File: src/sv/kwdt_pkg.sv
`timescale 1ns / 1ps
// ----------------------------------------------------------------------------
// Keyed watchdog timer package
// Commands, register offsets, key values, control bits and payload types.
// ----------------------------------------------------------------------------
package kwdt_pkg;

    localparam int unsigned DATA_W = 32;
    localparam int unsigned CMD_W  = 2;
    localparam int unsigned IDX_W  = 3;

    localparam logic [CMD_W-1:0] CMD_READ  = 2'd0;
    localparam logic [CMD_W-1:0] CMD_WRITE = 2'd1;
    localparam logic [CMD_W-1:0] CMD_TICK  = 2'd2;

    localparam logic [IDX_W-1:0] REG_CTRL   = 3'd0;
    localparam logic [IDX_W-1:0] REG_LOAD   = 3'd1;
    localparam logic [IDX_W-1:0] REG_COUNT  = 3'd2;
    localparam logic [IDX_W-1:0] REG_STATUS = 3'd3;
    localparam logic [IDX_W-1:0] REG_KEY    = 3'd4;

    localparam logic [DATA_W-1:0] KICK_CODE      = 32'h5A5A_5A5A;
    localparam logic [DATA_W-1:0] FREEZE_CODE    = 32'h1ACC_E551;
    localparam logic [DATA_W-1:0] RELOAD_DEFAULT = 32'h0000_FFFF;
    localparam logic [DATA_W-1:0] COUNT_MAX      = 32'hFFFF_FFFF;

    localparam int unsigned CTRL_EN    = 0;
    localparam int unsigned CTRL_INTEN = 1;
    localparam int unsigned CTRL_RSTEN = 2;
    localparam int unsigned CTRL_LOCK  = 3;

    typedef struct packed {
        logic [CMD_W-1:0]  command;
        logic [IDX_W-1:0]  register_index;
        logic [DATA_W-1:0] write_data;
    } t_item;

    typedef struct packed {
        logic [DATA_W-1:0] read_data;
        logic              irq_level;
        logic              reset_request;
        logic              timeout_status;
    } t_result;

endpackage

File: src/sv/kwdt_item_if.sv
`timescale 1ns / 1ps
// ----------------------------------------------------------------------------
// Keyed watchdog item channel
// Valid/ready channel carrying one bus access or counter tick per transfer.
// ----------------------------------------------------------------------------
interface kwdt_item_if import kwdt_pkg::*; ();

    logic              valid;
    logic              ready;
    logic [CMD_W-1:0]  command;
    logic [IDX_W-1:0]  register_index;
    logic [DATA_W-1:0] write_data;

    modport source (output valid, output command, output register_index,
                    output write_data, input ready);
    modport sink   (input valid, input command, input register_index,
                    input write_data, output ready);

endinterface

File: src/sv/kwdt_result_if.sv
`timescale 1ns / 1ps
// ----------------------------------------------------------------------------
// Keyed watchdog result channel
// Valid/ready channel carrying one result per accepted item.
// ----------------------------------------------------------------------------
interface kwdt_result_if import kwdt_pkg::*; ();

    logic              valid;
    logic              ready;
    logic [DATA_W-1:0] read_data;
    logic              irq_level;
    logic              reset_request;
    logic              timeout_status;

    modport source (output valid, output read_data, output irq_level,
                    output reset_request, output timeout_status, input ready);
    modport sink   (input valid, input read_data, input irq_level,
                    input reset_request, input timeout_status, output ready);

endinterface

File: src/sv/kwdt_in_stage.sv
`timescale 1ns / 1ps
// ----------------------------------------------------------------------------
// Keyed watchdog input register
// Captures one item per transfer and holds it until the core consumes it.
// ----------------------------------------------------------------------------
module kwdt_in_stage import kwdt_pkg::*; (
    input  logic        i_clk,
    input  logic        i_rst_n,
    kwdt_item_if.sink   i_item,
    input  logic        i_advance,
    output logic        o_valid,
    output t_item       o_item
);

    logic  r_valid;
    t_item r_item;

    // take a new item when empty or when the held one moves on this cycle
    assign i_item.ready = !r_valid || i_advance;

    always_ff @(posedge i_clk) begin
        if (!i_rst_n) begin
            r_valid <= 1'b0;
        end else if (i_item.ready) begin
            r_valid <= i_item.valid;
        end
    end

    always_ff @(posedge i_clk) begin
        if (i_item.valid && i_item.ready) begin
            r_item.command        <= i_item.command;
            r_item.register_index <= i_item.register_index;
            r_item.write_data     <= i_item.write_data;
        end
    end

    assign o_valid = r_valid;
    assign o_item  = r_item;

endmodule

File: src/sv/kwdt_core.sv
`timescale 1ns / 1ps
// ----------------------------------------------------------------------------
// Keyed watchdog register core
// Holds control, reload, count and flags; works out one result per item.
// ----------------------------------------------------------------------------
module kwdt_core import kwdt_pkg::*; (
    input  logic    i_clk,
    input  logic    i_rst_n,
    input  logic    i_fire,
    input  t_item   i_item,
    output t_result o_result
);

    logic [DATA_W-1:0] r_ctrl,    n_ctrl;
    logic [DATA_W-1:0] r_reload,  n_reload;
    logic [DATA_W-1:0] r_elapsed, n_elapsed;
    logic              r_timeout, n_timeout;
    logic              r_armed,   n_armed;
    logic              r_irq,     n_irq;

    logic              en;
    logic              locked;
    logic [DATA_W-1:0] inc;
    logic [DATA_W-1:0] countdown;
    logic [DATA_W-1:0] rdata;
    logic              rst_req;

    assign en     = r_ctrl[CTRL_EN];
    assign locked = r_ctrl[CTRL_LOCK];
    // saturate at all ones
    assign inc    = (r_elapsed == COUNT_MAX) ? r_elapsed : r_elapsed + 1'b1;

    always_comb begin
        if (!en) begin
            countdown = r_reload;
        end else if (r_elapsed >= r_reload) begin
            countdown = '0;
        end else begin
            countdown = r_reload - r_elapsed;
        end
    end

    always_comb begin
        n_ctrl    = r_ctrl;
        n_reload  = r_reload;
        n_elapsed = r_elapsed;
        n_timeout = r_timeout;
        n_armed   = r_armed;
        n_irq     = r_irq;
        rdata     = '0;
        rst_req   = 1'b0;
        case (i_item.command)
            CMD_READ: begin
                case (i_item.register_index)
                    REG_CTRL:   rdata = r_ctrl;
                    REG_LOAD:   rdata = r_reload;
                    REG_COUNT:  rdata = countdown;
                    REG_STATUS: rdata = {{(DATA_W-1){1'b0}}, r_timeout};
                    default:    rdata = '0;
                endcase
            end
            CMD_WRITE: begin
                case (i_item.register_index)
                    REG_CTRL: begin
                        if (!locked) begin
                            n_ctrl            = i_item.write_data;
                            n_ctrl[CTRL_LOCK] = 1'b0;
                            n_armed           = i_item.write_data[CTRL_EN];
                            if (i_item.write_data[CTRL_EN]) begin
                                n_elapsed = '0;
                            end
                        end
                    end
                    REG_LOAD: begin
                        if (!locked) begin
                            n_reload = i_item.write_data;
                            // re-arm without restarting the count
                            if (en) begin
                                n_armed = 1'b1;
                            end
                        end
                    end
                    REG_STATUS: begin
                        if (i_item.write_data[0]) begin
                            n_timeout = 1'b0;
                        end
                    end
                    REG_KEY: begin
                        if (i_item.write_data == KICK_CODE) begin
                            n_timeout = 1'b0;
                            n_irq     = 1'b0;
                            n_elapsed = '0;
                            n_armed   = en;
                        end else if (i_item.write_data == FREEZE_CODE) begin
                            n_ctrl[CTRL_LOCK] = 1'b1;
                        end
                    end
                    default: ;
                endcase
            end
            CMD_TICK: begin
                if (en) begin
                    n_elapsed = inc;
                    if (r_armed && (inc >= r_reload)) begin
                        n_armed   = 1'b0;
                        n_timeout = 1'b1;
                        if (r_ctrl[CTRL_INTEN]) begin
                            n_irq = 1'b1;
                        end
                        rst_req = r_ctrl[CTRL_RSTEN];
                    end
                end
            end
            default: ;
        endcase
    end

    always_ff @(posedge i_clk) begin
        if (!i_rst_n) begin
            r_ctrl    <= '0;
            r_reload  <= RELOAD_DEFAULT;
            r_elapsed <= '0;
            r_timeout <= 1'b0;
            r_armed   <= 1'b0;
            r_irq     <= 1'b0;
        end else if (i_fire) begin
            r_ctrl    <= n_ctrl;
            r_reload  <= n_reload;
            r_elapsed <= n_elapsed;
            r_timeout <= n_timeout;
            r_armed   <= n_armed;
            r_irq     <= n_irq;
        end
    end

    assign o_result.read_data      = rdata;
    assign o_result.irq_level      = n_irq;
    assign o_result.reset_request  = rst_req;
    assign o_result.timeout_status = n_timeout;

endmodule

File: src/sv/kwdt_out_stage.sv
`timescale 1ns / 1ps
// ----------------------------------------------------------------------------
// Keyed watchdog result register
// Holds one result until its transfer; reloads in the same cycle it drains.
// ----------------------------------------------------------------------------
module kwdt_out_stage import kwdt_pkg::*; (
    input  logic          i_clk,
    input  logic          i_rst_n,
    input  logic          i_load,
    input  t_result       i_result,
    output logic          o_space,
    kwdt_result_if.source o_result
);

    logic    r_valid;
    t_result r_result;

    assign o_space = !r_valid || o_result.ready;

    always_ff @(posedge i_clk) begin
        if (!i_rst_n) begin
            r_valid <= 1'b0;
        end else if (i_load) begin
            r_valid <= 1'b1;
        end else if (o_result.ready) begin
            r_valid <= 1'b0;
        end
    end

    always_ff @(posedge i_clk) begin
        if (i_load) begin
            r_result <= i_result;
        end
    end

    assign o_result.valid          = r_valid;
    assign o_result.read_data      = r_result.read_data;
    assign o_result.irq_level      = r_result.irq_level;
    assign o_result.reset_request  = r_result.reset_request;
    assign o_result.timeout_status = r_result.timeout_status;

endmodule

File: src/sv/keyed_watchdog_timer_unit.sv
`timescale 1ns / 1ps
// Path: an item transfer is captured in the input register, its result in the result register.
// Throughput: one item per cycle while the result sink is ready; the state update is
// one increment and compare between the input register and the result register.
// Reset: synchronous, active low; both channels empty, control and count cleared,
// reload set to 0x0000FFFF. No clearing pass; items are taken from the first cycle.
// ----------------------------------------------------------------------------
// Keyed watchdog timer unit
// Five-register watchdog with feed and lock keys, fed by bus accesses and ticks.
// ----------------------------------------------------------------------------
module keyed_watchdog_timer_unit import kwdt_pkg::*; (
    input  logic          i_clk,
    input  logic          i_rst_n,
    kwdt_item_if.sink     i_item,
    kwdt_result_if.source o_result
);

    logic    in_valid;
    t_item   in_item;
    logic    out_space;
    logic    advance;
    t_result core_result;

    // move the held item into the result register, updating state
    assign advance = in_valid && out_space;

    kwdt_in_stage u_in (
        .i_clk     (i_clk),
        .i_rst_n   (i_rst_n),
        .i_item    (i_item),
        .i_advance (advance),
        .o_valid   (in_valid),
        .o_item    (in_item)
    );

    kwdt_core u_core (
        .i_clk    (i_clk),
        .i_rst_n  (i_rst_n),
        .i_fire   (advance),
        .i_item   (in_item),
        .o_result (core_result)
    );

    kwdt_out_stage u_out (
        .i_clk    (i_clk),
        .i_rst_n  (i_rst_n),
        .i_load   (advance),
        .i_result (core_result),
        .o_space  (out_space),
        .o_result (o_result)
    );

endmodule

File: src/flat_wrapper.sv
// flat-port wrapper written by rule: the top's interface ports become plain ports
module keyed_watchdog_timer_unit_flat import kwdt_pkg::*;
  (i_clk, i_rst_n, i_item_valid, i_item_command, i_item_register_index, i_item_write_data, i_item_ready, o_result_valid, o_result_read_data, o_result_irq_level, o_result_reset_request, o_result_timeout_status, o_result_ready);
  kwdt_item_if i_item_i ();
  kwdt_result_if o_result_i ();
  input  logic i_clk;
  input  logic i_rst_n;
  input wire logic [$bits(i_item_i.valid)-1:0] i_item_valid;
  input wire logic [$bits(i_item_i.command)-1:0] i_item_command;
  input wire logic [$bits(i_item_i.register_index)-1:0] i_item_register_index;
  input wire logic [$bits(i_item_i.write_data)-1:0] i_item_write_data;
  output wire logic [$bits(i_item_i.ready)-1:0] i_item_ready;
  output wire logic [$bits(o_result_i.valid)-1:0] o_result_valid;
  output wire logic [$bits(o_result_i.read_data)-1:0] o_result_read_data;
  output wire logic [$bits(o_result_i.irq_level)-1:0] o_result_irq_level;
  output wire logic [$bits(o_result_i.reset_request)-1:0] o_result_reset_request;
  output wire logic [$bits(o_result_i.timeout_status)-1:0] o_result_timeout_status;
  input wire logic [$bits(o_result_i.ready)-1:0] o_result_ready;
  assign i_item_i.valid = i_item_valid;
  assign i_item_i.command = i_item_command;
  assign i_item_i.register_index = i_item_register_index;
  assign i_item_i.write_data = i_item_write_data;
  assign i_item_ready = i_item_i.ready;
  assign o_result_valid = o_result_i.valid;
  assign o_result_read_data = o_result_i.read_data;
  assign o_result_irq_level = o_result_i.irq_level;
  assign o_result_reset_request = o_result_i.reset_request;
  assign o_result_timeout_status = o_result_i.timeout_status;
  assign o_result_i.ready = o_result_ready;
  keyed_watchdog_timer_unit u_core (.i_clk(i_clk), .i_rst_n(i_rst_n), .i_item(i_item_i), .o_result(o_result_i));
endmodule
File: config.mk
export PLATFORM = sky130hd
export DESIGN_NAME = keyed_watchdog_timer_unit_flat
export DESIGN_NICKNAME = d
export VERILOG_FILES = /design/src/sv/kwdt_pkg.sv /design/src/sv/kwdt_item_if.sv /design/src/sv/kwdt_result_if.sv /design/src/sv/kwdt_in_stage.sv /design/src/sv/kwdt_core.sv /design/src/sv/kwdt_out_stage.sv /design/src/sv/keyed_watchdog_timer_unit.sv /design/src/flat_wrapper.sv
export SDC_FILE = /design/constraint.sdc
export NUM_CORES = 1
export LEC_CHECK = 0
export ABC_AREA = 1
export BUFFER_PORTS_ARGS = -buffer_cell sky130_fd_sc_hd__buf_2
export CORE_MARGIN = 2
export CORE_UTILIZATION = 60
export DETAILED_ROUTE_END_ITERATION = 10
export PLACE_DENSITY_LB_ADDON = 0.15
export SYNTH_ARGS = -nofsm -noshare
export SYNTH_HDL_FRONTEND = slang
export SYNTH_SLANG_ARGS = --single-unit
File: constraint.sdc
create_clock -name i_clk -period 3.5 [get_ports i_clk]
set_clock_uncertainty 0.1 [all_clocks]
set_input_delay 0.7 -clock i_clk [delete_from_list [all_inputs] [get_ports i_clk]]
set_output_delay 0.7 -clock i_clk [all_outputs]
set_load 0.01 [all_outputs]
# Word-level counts from Yosys, hierarchy flattened
# Index checks and enable logic that the tools add are counted.
dict set report classes {
  n_bitwise 1
  n_reduce_logical 18
  n_addsub 2
  n_eq_ne 20
  mux 36
  magnitude_cmp 2
}
# cell count
set op_table {}
lappend op_table {{$mux 32} 7}
lappend op_table {{$pmux 32 s2} 2}
lappend op_table {{$pmux 32 s4} 1}
lappend op_table {{$ge 32x32->1} 2}
lappend op_table {{$add 32x1->32 const B} 1}
lappend op_table {{$eq 32x29->1 const B} 1}
lappend op_table {{$eq 32x31->1 const B} 1}
lappend op_table {{$eq 32x32->1 const B} 1}
lappend op_table {{$sub 32x32->32} 1}
lappend op_table {{$mux 1} 19}
lappend op_table {{$ne 3x3->1 const B} 4}
lappend op_table {{$pmux 1 s2} 5}
lappend op_table {{$reduce_and 9->1} 1}
lappend op_table {{$ne 2x2->1 const B} 4}
lappend op_table {{$reduce_and 4->1} 2}
lappend op_table {{$reduce_and 7->1} 1}
lappend op_table {{$eq 3x2->1 const B} 2}
lappend op_table {{$ne 3x2->1 const B} 2}
lappend op_table {{$reduce_bool 2->1} 3}
lappend op_table {{$reduce_and 5->1} 1}
lappend op_table {{$mux 4} 1}
lappend op_table {{$ne 4x2->1 const B} 1}
lappend op_table {{$eq 3x1->1 const B} 1}
lappend op_table {{$eq 3x3->1 const B} 1}
lappend op_table {{other kinds (10)} 14}
dict set report totals {
  in_bits 41
  register_bits 173
  output_inout_bits 37
  elab_cells 95
}

# Logic depth before layout (Yosys ltp)
# Gate-level depths: netlist (run 1).
dict set report logic_depth {
  word_depth 7
  mapped_depth 27
  mapped_depth_nobuf 26
}

# Modules after synthesis
# From an unflattened synthesis (run 1), not the netlist that was laid out.
dict set report hier_totals {
  hier_cells 1571
  area_unflattened_um2 11255.8
}
# module cells_per_inst n_inst area_each_um2 seq_area_each_um2
set by_module_without_submodules {}
lappend by_module_without_submodules {kwdt_core 1484 1 8988.6 1981.9}
lappend by_module_without_submodules {kwdt_in_stage 44 1 1162.4 1131.1}
lappend by_module_without_submodules {kwdt_out_stage 41 1 1097.3 1071.0}
lappend by_module_without_submodules {keyed_watchdog_timer_unit 2 1 7.5 0.0}

# Least setup slack after synthesis (run 1)
# Ideal clock, no wire load.
dict set report synth_path {
  kind {reg2reg}
  start {register u_core.u_core.r_elapsed[0]}
  end {register u_core.u_out.r_result (netlist bit u_core.u_out.o_result.timeout_status), data pin}
  path_slack_ps 591
  setup_ps 251
  n_path_buf 1
  arrival_ps 2559
  period_less_slack_ps 2909
  required_ps 3149
  path_stages_with_launch 27
  cell_sequence {dfxtp_1 -> ha_1 -> nand3_1 -> inv_1 -> nand2_2 -> nor2_4 -> nand4_4 -> buf_6 -> o21ai_1 -> inv_1 -> ha_1 -> nand2_1 -> nand2_1 -> nand2_1 -> nand2_1 -> nand2_1 -> nand2_1 -> nand2_1 -> nand2_1 -> nand2_1 -> nand2_1 -> nand2_1 -> nand2_1 -> nand2_1 -> nand2_1 -> nand2_1 -> inv_1}
}
dict set report synth_between {
  elab_chain_len 7
  word_cells_on_any_way 8
  classes_between {add/sub: 1; order compare: 1; eq/ne: 1; mux: 4; reduce/logical: 1}
}
# element line_no
set synth_lines {}
lappend synth_lines {{start, declared} kwdt_core.sv:16} ;# logic [DATA_W-1:0] r_elapsed, n_elapsed;
lappend synth_lines {{start signal, assigned} kwdt_core.sv:129} ;# r_elapsed <= n_elapsed;
lappend synth_lines {{$add 32x1->32 or $eq 32x32->1 (tied branches)} kwdt_core.sv:31} ;# assign inc = (r_elapsed == COUNT_MAX) ? r_elapsed : r_elapsed + 1'b1;
lappend synth_lines {{$mux 32 (*)} kwdt_core.sv:31}
lappend synth_lines {{$ge 32x32->1 (*)} kwdt_core.sv:104} ;# if (r_armed && (inc >= r_reload)) begin
lappend synth_lines {{$logic_and 1x1->1 (*)} kwdt_core.sv:104}
lappend synth_lines {{$mux 1 (*)} kwdt_core.sv:104}
lappend synth_lines {{$mux 1 (*)} kwdt_core.sv:102} ;# if (en) begin
lappend synth_lines {{$pmux 1 s2 (*)} kwdt_core.sv:52} ;# case (i_item.command)
lappend synth_lines {{via u_core.u_core.n_timeout} kwdt_core.sv:17} ;# logic r_timeout, n_timeout;
lappend synth_lines {{end signal, assigned} kwdt_out_stage.sv:32} ;# r_result <= i_result;
lappend synth_lines {{end, declared} kwdt_out_stage.sv:16} ;# t_result r_result;
# Mark *: on every way through the listed nets, which the timed path passes. The rest lies on a longest branch.
# A chain may end at the register's enable or synchronous reset.

# Final worst setup path (run 1)
dict set report layout_path {
  start {register u_core.u_core.r_elapsed[11]}
  end {register u_core.u_out.r_result (netlist bit u_core.u_out.o_result.timeout_status), data pin}
}
# Same word-level chain as after synthesis.

==> summary.md, run 1 <==
| Metric | Value |
|---|---|
| First-pass DRT Iterations | 9 |
| Primary FF master, synth | dfxtp_1 |
| Psw | approximately 1.1 mW |
| Share of power burned in the clock network | 41.1% |
| Max-cap viol count | 0 |
| Int Power | 3.20 mW |
| Worst path slowest cell | dfxtp_1 |
| Post-route DRC | 0 |
| RSZ-0062 raised after global routing | true |
| CP arrival | about 3400 ps |
| Cell Rows | 50 |
| Gr ovfl total | 0 |
| Worst skew pair latency | 430 ps |
| Clk root buf | clkbuf_16 |
| Dpl hpwl | between 20 and 30 mm |
| YS warnings | 0 |
| Synth Cell Area | 11400 um^2 |
| Seq. cell area | 4200 um^2 |
| Vias per cell | 5.89 |
| Crit end category | flop |
| Final net count | ~1800 |
| CP Buf/Inv Count | 3 |
| Die Y | 142 um |
| Fill cell count | 1649 |
| Startpoint types | flop |
| Initial Util | about 60% |
| Post-CTS Hold Buffers | 0 |
| Antenna Cells | 0 |
| Max incr delay on CP | about 360 ps |
| Sequential power share | between 50% and 60% |
| CP most frequent cell | nand2_1 |
| Chip width | 142 um |
| Top-area cell type share of the netlist area | 18.9% |
| Slew Viols, Final | 0 |
| Multi-input gate area | 6270 um^2 |
| Gate power share | 7.9% |
| Status | finished clean |
| Mapped Nets | 1731 |
| CP Cell Sequence | buf_4 > nand2_1 > nor2_2 > nand2_1 > nor2_4 > nand4_4 > buf_4 > nand2_1 > ha_1 > a21oi_1 > nor2_1 > nor2_1 > nand2_1 > nand2_1 > nand2_1 > nand2_1 > nand2_1 > nand2_1 > nand2_1 > nand2_1 > nand2_1 > nand2_1 > inv_1 |
| CTS buffer count | 17 |
| Share of cells above drive strength 1 | 13.3% |
| Ys async rst share | 0% |
| # clock sinks | approximately 170 |
| Final min period | 3340 ps |
| WL final | 37.3 mm |
| Highest Clock Rate | 299 MHz |
| Area Overhead vs Synth | 12.6% |
| CTS clk-pin slew, worst paths | 70 ps |
| Hold Crit Class | in2reg |
| Mapped Cells | 1621 |
| ANT nets after route | 0 |
| Max FO, Critical Path | 7 |
| Netlist cell types | 48 |
| Post-synthesis register bit count | 173 |
| Synth top area cells | edfxtp_1, dfxtp_1, nand2_1, inv_1, ha_1 |
| Post-synth EDFFs | 72 |
| Final Cell Area | 12900 um^2 |
| Sw Ratio | 25.6% |
| Final setup TNS | 0 ps |
| Seq/Total Area, Yosys | 36.6% |
| CTS HTree Levels | 4 |
| Port buffer count | between 70 and 80 |
| Initial antenna violation count | 0 |
| Slew HR | 25.5% |
| VDD IR max | 0.368 mV |
| Final Cycle Share | 95.4% |
| Critical Path RT | 3600 ps |
| Via count | 11500 |
| Final GP Congestion | 1.01 |
| Syn avg cell area | 7.04 um^2 |
| Largest area contributor in the netlist | edfxtp_1 |
| Top delay family on crit path | simple AND/OR/NAND/NOR gates |
| Core area | 18700 um^2 |
| Starting DRT DRC Count | 1257 |
| Setup Viol. Count Final | 0 |
| First-pass GRT wire length | 57.0 mm |
| Slew @ Worst Pin | 1120 ps |
| Final Hold Vio Count | 0 |
| Die area | 20100 um^2 |
| Vias in the first global route | roughly 11000 |
| WHS | 335 ps |
| CTS tree | done |
| Power density over cell area | 334 nW/um^2 |
| Leak Pwr | approximately 6 nW |
| Critical setup path kind | reg2reg |
| I/O pin count | 78 |
| Clock buffer depth | 2 |
| Largest net degree at the start of global routing | 50 |
| Routed len/inst | between 15 and 20 um |
| Dpl cell area | approximately 12000 um^2 |
| Core Util, Final | 68.7% |
| GR Util All Layers | 37.2% |
## area by class of cell
cell class | count | area share (%)
Tap cell | 234 | 2.28
Timing Repair Buffer | 115 | 5.25
Inverter | 236 | 6.89
Multi-Input combinational cell | 1163 | 48.8
Clock buffer | 22 | 3.53
Clock inverter | 10 | 0.633
Sequential cell | 173 | 32.6
## placed cells by master (no fill, tap or decap), drive strengths merged, types with 8 or more instances in the layout
cell	Yosys	final
ha	68	68
nor3	27	27
nor2	159	159
buf	21	115
inv	235	240
xor2	30	30
dfxtp	101	101
nand4	17	19
o22ai	16	16
nand2	438	438
clkbuf	30	22
nand3b	8	8
xnor2	14	14
nor4	9	9
nand3	78	78
edfxtp	72	72
o21ai	116	116
a21oi	162	162
## cells by family (layout without fill, tap and decap cells)
kind of cell | Yosys count | after routing | share of synthesized area (%)
simple gates | 738 | 740 | 27.6
xor+xnor | 44 | 44 | 3.38
fa+ha+maj | 69 | 69 | 7.63
compound gates | 310 | 310 | 14.8
buf+inv | 287 | 383 | 9.96
flops | 173 | 173 | 36.6
## cell usage after synthesis, types with 11 or more instances
library cell	n
clkbuf_1	30
ha_1	68
nor2_1	150
nand2_1	428
nor3_1	20
edfxtp_1	72
buf_2	11
nand3_1	75
dfxtp_1	101
inv_1	228
a21oi_1	161
xnor2_1	14
nand4_1	16
xor2_1	30
o21ai_0	107
## routing by layer
layer  wire (um)  vias up  global-route usage (%)
li1            -     5453                       -
met1       14800     5303                    47.7
met2       17400      620                    61.5
met3        2830      126                    4.81
met4        2210        0                    20.2
met5           0        -                       0
## power by group through the flow
stage | Sequential (mW) | Clock [mW] | Combinational, mW
after CTS | 2.19 | 1.77 | 0.335
after floorplan | 2.23 | 0 | 0.200
after detailed placement | 2.24 | 0 | 0.331
after global routing | 2.20 | 1.83 | 0.374
final | 2.19 | 1.77 | 0.341
after global placement | 2.24 | 0 | 0.328
## flip-flops by register name, summed over array words and instances (netlist names)
name,cells
u_core.u_out.o_result.read_data,32
u_core.u_out.o_result.reset_request,1
u_core.u_in.o_item,37
u_core.u_out.o_result.timeout_status,1
u_core.u_core.r_ctrl,32
u_core.u_core.r_elapsed,32
u_core.u_core.r_armed,1
u_core.u_out.o_result.irq_level,1
u_core.u_core.r_reload,32
u_core.u_out.o_result.valid,1
u_core.u_core.r_irq,1
u_core.u_core.r_timeout,1
u_core.u_in.o_valid,1
## through the flow
step	total power [mW]	setup WS, ps	cells
2_1_floorplan	2.43	591	1621
3_3_place_gp	2.56	71.7	1910
3_5_place_dp	2.57	-9.78	1910
4_1_cts	4.29	34.7	1943
5_1_grt	4.40	-22.1	1953
6_report	4.30	160	1953
## timing repair
item / 4_1_cts / 5_1_grt
endpoints found under the setup margin: 3 / 6
gates resized for setup: 0 / 44
gates cloned: 1 / 1
endpoints found under the hold margin: 0 / 0
pin swaps: 0 / 3
buffers inserted: 0 / 9
## worst reg2reg max path: cells and delay by family (launching register included)
| family | cells | cell delay, ps |
|---|---|---|
| buffers and inverters | 3 | 410 |
| and+or+nand+nor | 18 | 1800 |
| adders and majority gates | 1 | 250 |
| AOI/OAI and AO/OA | 1 | 180 |
| DFF | 1 | 360 |
## worst paths after layout
check | from | slack, ps | end | cells past startpoint
setup / recovery | u_core.u_core.r_elapsed[11] | 160 | u_core.u_out.o_result.timeout_status | 23
hold / removal | i_item_command[1] | 340 | u_core.u_in.o_item[36] | 1
setup reg to reg | u_core.u_core.r_elapsed[11] | 160 | u_core.u_out.o_result.timeout_status | 23
hold reg to reg | u_core.u_core.r_ctrl[31] | 370 | u_core.u_core.r_ctrl[31] | 2
(Power assumes the default switching activity.)
==> inputs of run 2 (changes only) <==
--- a/config.mk
+++ b/config.mk
@@ -8,7 +8,7 @@
 export ABC_AREA = 1
 export BUFFER_PORTS_ARGS = -buffer_cell sky130_fd_sc_hd__buf_2
 export CORE_MARGIN = 2
-export CORE_UTILIZATION = 60
+export CORE_UTILIZATION = 62
 export DETAILED_ROUTE_END_ITERATION = 10
 export PLACE_DENSITY_LB_ADDON = 0.15
 export SYNTH_ARGS = -nofsm -noshare
==> run 2 against run 1 <==
Compared with the run above:
- die area fell by 3.1%
- flip-flop and latch count did not move
- sequential share of layout area barely moved
- wire length fell by 1.5%
- via count fell by 0.57%
- maximum frequency fell by 0.88%
- sequential power barely moved
- combinational power barely moved
- register-to-register slack got worse by 30 ps
- count of clock-buffer cells in the layout fell by 4
- non-clock buffer count fell by 7
- worst hold slack got worse by 6.7 ps
- largest power group unchanged
==> summary.md, run 2 (synthesized netlist as in run 1, its figures left out) <==
| Metric | Value |
|---|---|
| Initial antenna violation count | 0 (unchanged) |
| Core area | 18000 um^2 (-3.6%) |
| Max reg flops | 37 (unchanged) |
| Setup Viol. Count Final | 0 (unchanged) |
| Routed len/inst | 18.9 um (-0.89%) |
| Highest Clock Rate | 297 MHz (-0.88%) |
| Crit end category | flop |
| Gr ovfl total | 0 (unchanged) |
| GR Util All Layers | 37.5% (+0.22 points) |
| Vias in the first global route | 10600 (+0.24%) |
| Die area | 19500 um^2 (-3.1%) |
| First-pass GRT wire length | 56.2 mm (-1.4%) |
| Worst path slowest cell | dfxtp_1 |
| Reg2reg path depth | 13 (-43%) |
| Worst hold endpoint | u_core.u_in.o_item[32] |
| CP arrival | 3410 ps (-30 ps) |
| Final min period | 3370 ps (+29.6 ps) |
| CP Cell Sequence | inv_1 > ha_1 > nand2_1 > nor2_2 > nand2_1 > nor2_2 > nand4_1 > nand2_2 > inv_2 > nand3_1 > nand2_1 > a21oi_1 > nor2_1 |
| Share of cells above drive strength 1 | 12.4% (-0.94 points) |
| VDD IR max | 0.364 mV (-1.3%) |
| Place WS | -52.7 ps (-42.9 ps) |
| Max-cap viol count | 0 (unchanged) |
| Via count | 11400 (-0.57%) |
| Clock buffer depth | 2 (unchanged) |
| Hold Crit Class | in2reg |
| Sw Ratio | 25.6% (about the same) |
| Dpl cells | 1899 (-0.58%) |
| Slew HR | 25.3% (-0.18 points) |
| Vias per cell | 5.89 (about the same) |
| Cell Rows | 49 (-2.0%) |
| Int Power | 3.27 mW (+2.3%) |
| Final GP Congestion | 0.992 (-2.1%) |
| Worst hold path depth | 1 (unchanged) |
| CTS clk-pin slew, worst paths | 70 ps (about the same) |
| Max incr delay on CP | 460 ps (+100 ps) |
| Status | finished clean |
| Reg2Reg Launch Point | u_core.u_core.r_elapsed[20] |
| Final setup TNS | 0 ps (unchanged) |
| Max FO, Critical Path | 7 (unchanged) |
| Antenna Cells | 0 (unchanged) |
| Clk root buf | clkbuf_16 |
| Dpl cell area | 12000 um^2 (-0.43%) |
| Area Overhead vs Synth | 12.1% |
| Initial Util | 63.3% (+2.3 points) |
| CTS HTree Levels | 4 (unchanged) |
| Slew @ Worst Pin | 1120 ps (+2.75 ps) |
| Critical setup path kind | reg2reg |
| Dpl hpwl | 27.9 mm (-1.6%) |
| Post-CTS Hold Buffers | 0 (unchanged) |
| Final Hold Vio Count | 0 (unchanged) |
| Share of power burned in the clock network | 42.3% (+1.2 points) |
| ANT nets after route | 0 (unchanged) |
| Power density over cell area | 343 nW/um^2 (+2.6%) |
| Reg2Reg Setup Slack | 130 ps (-30 ps) |
| Starting DRT DRC Count | 1248 (-0.72%) |
| Worst skew pair latency | 440 ps (about the same) |
| Worst R2R End | u_core.u_out.o_result.read_data[18] |
| Post-route DRC | 0 (unchanged) |
| WL final | 36.7 mm (-1.5%) |
| HP Start | i_item_register_index[0] |
| Sequential power share | 49.9% (-1.1 points) |
| Worst setup margin | 130 ps (-29.6 ps) |
| Largest net degree at the start of global routing | 50 (unchanged) |
| First-pass DRT Iterations | 6 (-3) |
| Psw | 1.13 mW (+2.2%) |
| Commonest non-fill, non-tap cells in the layout | nand2_1, inv_1, a21oi_1 |
| Die Y | 140 um (-1.6%) |
| Commonest non-fill, non-tap cell in the layout | nand2_1 |
| Slew Viols, Final | 0 (unchanged) |
| Non-Filler Instances | 1941 (-0.61%) |
| Gate power share | 7.7% (-0.2 points) |
| Final Cell Area | 12800 um^2 (-0.39%) |
| CTS buffer count | 17 (unchanged) |
| Startpoint types | flop |
| Final net count | 1809 (-0.39%) |
| CTS tree | done |
| Critical Path RT | 3540 ps (-60 ps) |
| Port buffer count | 77 (unchanged) |
| Chip width | 140 um (-1.6%) |
| # clock sinks | 173 (unchanged) |
| I/O pin count | 78 (unchanged) |
| Leak Pwr | 5.94 nW (-0.53%) |
| Final Cycle Share | 96.3% (+0.84 points) |
| CP most frequent cell | nand2_1 |
[run 2: cell count changes in the layout (fill, tap and decap cells not counted), moves of 3 or more]
cell,delta
nor2_2,-3
inv_2,-3
buf_4,-8
clkbuf_1,-4
inv_1,+3
clkinv_2,+3
dfxtp_2,-3
dfxtp_1,+5
nor2_1,+3
[run 2: final cells by class]
type	count	area [um^2]
Inverter	236	886
Clock inverter	14	136
Sequential cell	173	4190
Multi-Input combinational cell	1163	6230
Clock buffer	18	439
Fill cell	1525	5220
Timing Repair Buffer	108	643
Tap cell	229	287
[run 2: how the worst max path moves through the flow]
stage | slack, ps | to | startpoint
2_1_floorplan | 590 | u_core.u_out.o_result.timeout_status | u_core.u_core.r_elapsed[0]
3_5_place_dp | -50 | u_core.u_out.o_result.timeout_status | u_core.u_core.r_elapsed[1]
3_3_place_gp | 40 | u_core.u_out.o_result.timeout_status | u_core.u_core.r_elapsed[0]
5_1_grt | -40 | u_core.u_out.o_result.timeout_status | u_core.u_core.r_elapsed[6]
4_1_cts | 30 | u_core.u_out.o_result.timeout_status | u_core.u_core.r_elapsed[0]
6_report | 130 | u_core.u_out.o_result.read_data[18] | u_core.u_core.r_elapsed[20]
[run 2: layer usage]
layer / global-route usage [%] / up-vias / routed length (um)
li1: - / 5460 / -
met1: 47.0 / 5207 / 14300
met2: 60.5 / 642 / 16800
met3: 6.47 / 127 / 3050
met4: 22.6 / 0 / 2550
met5: 0 / - / 0
[run 2: critical path, delay by kind of cell, from the launching register on]
| family | cells | cell delay (ps) |
|---|---|---|
| flip-flops | 1 | 460 |
| AO/OA/AOI/OAI | 1 | 160 |
| AND/OR/NAND/NOR | 9 | 1670 |
| buffers and inverters | 2 | 240 |
| adder cells (fa/ha/maj) | 1 | 430 |
[run 2: through the flow]
step	total power [mW]	util [%]	hold WS (ps)
after detailed placement	2.57	66.7	361
after global placement	2.56	66.7	350
after floorplan	2.43	-	330
after CTS	4.39	70.0	327
after global routing	4.51	71.0	321
final	4.40	71.0	328
[run 2: power by group through the flow]
stage          clock [mW]  combinational, mW  sequential [mW]
5_1_grt              1.94              0.371             2.20
2_1_floorplan           0              0.200             2.23
3_5_place_dp            0              0.329             2.24
3_3_place_gp            0              0.324             2.24
4_1_cts              1.87              0.332             2.19
6_report             1.86              0.340             2.19
[run 2: what timing repair did]
item / 4_1_cts / 5_1_grt
pin swaps: 0 / 4
gates resized for setup: 2 / 22
buffers inserted: 0 / 8
endpoints found under the setup margin: 2 / 6
cloned: 1 / 1
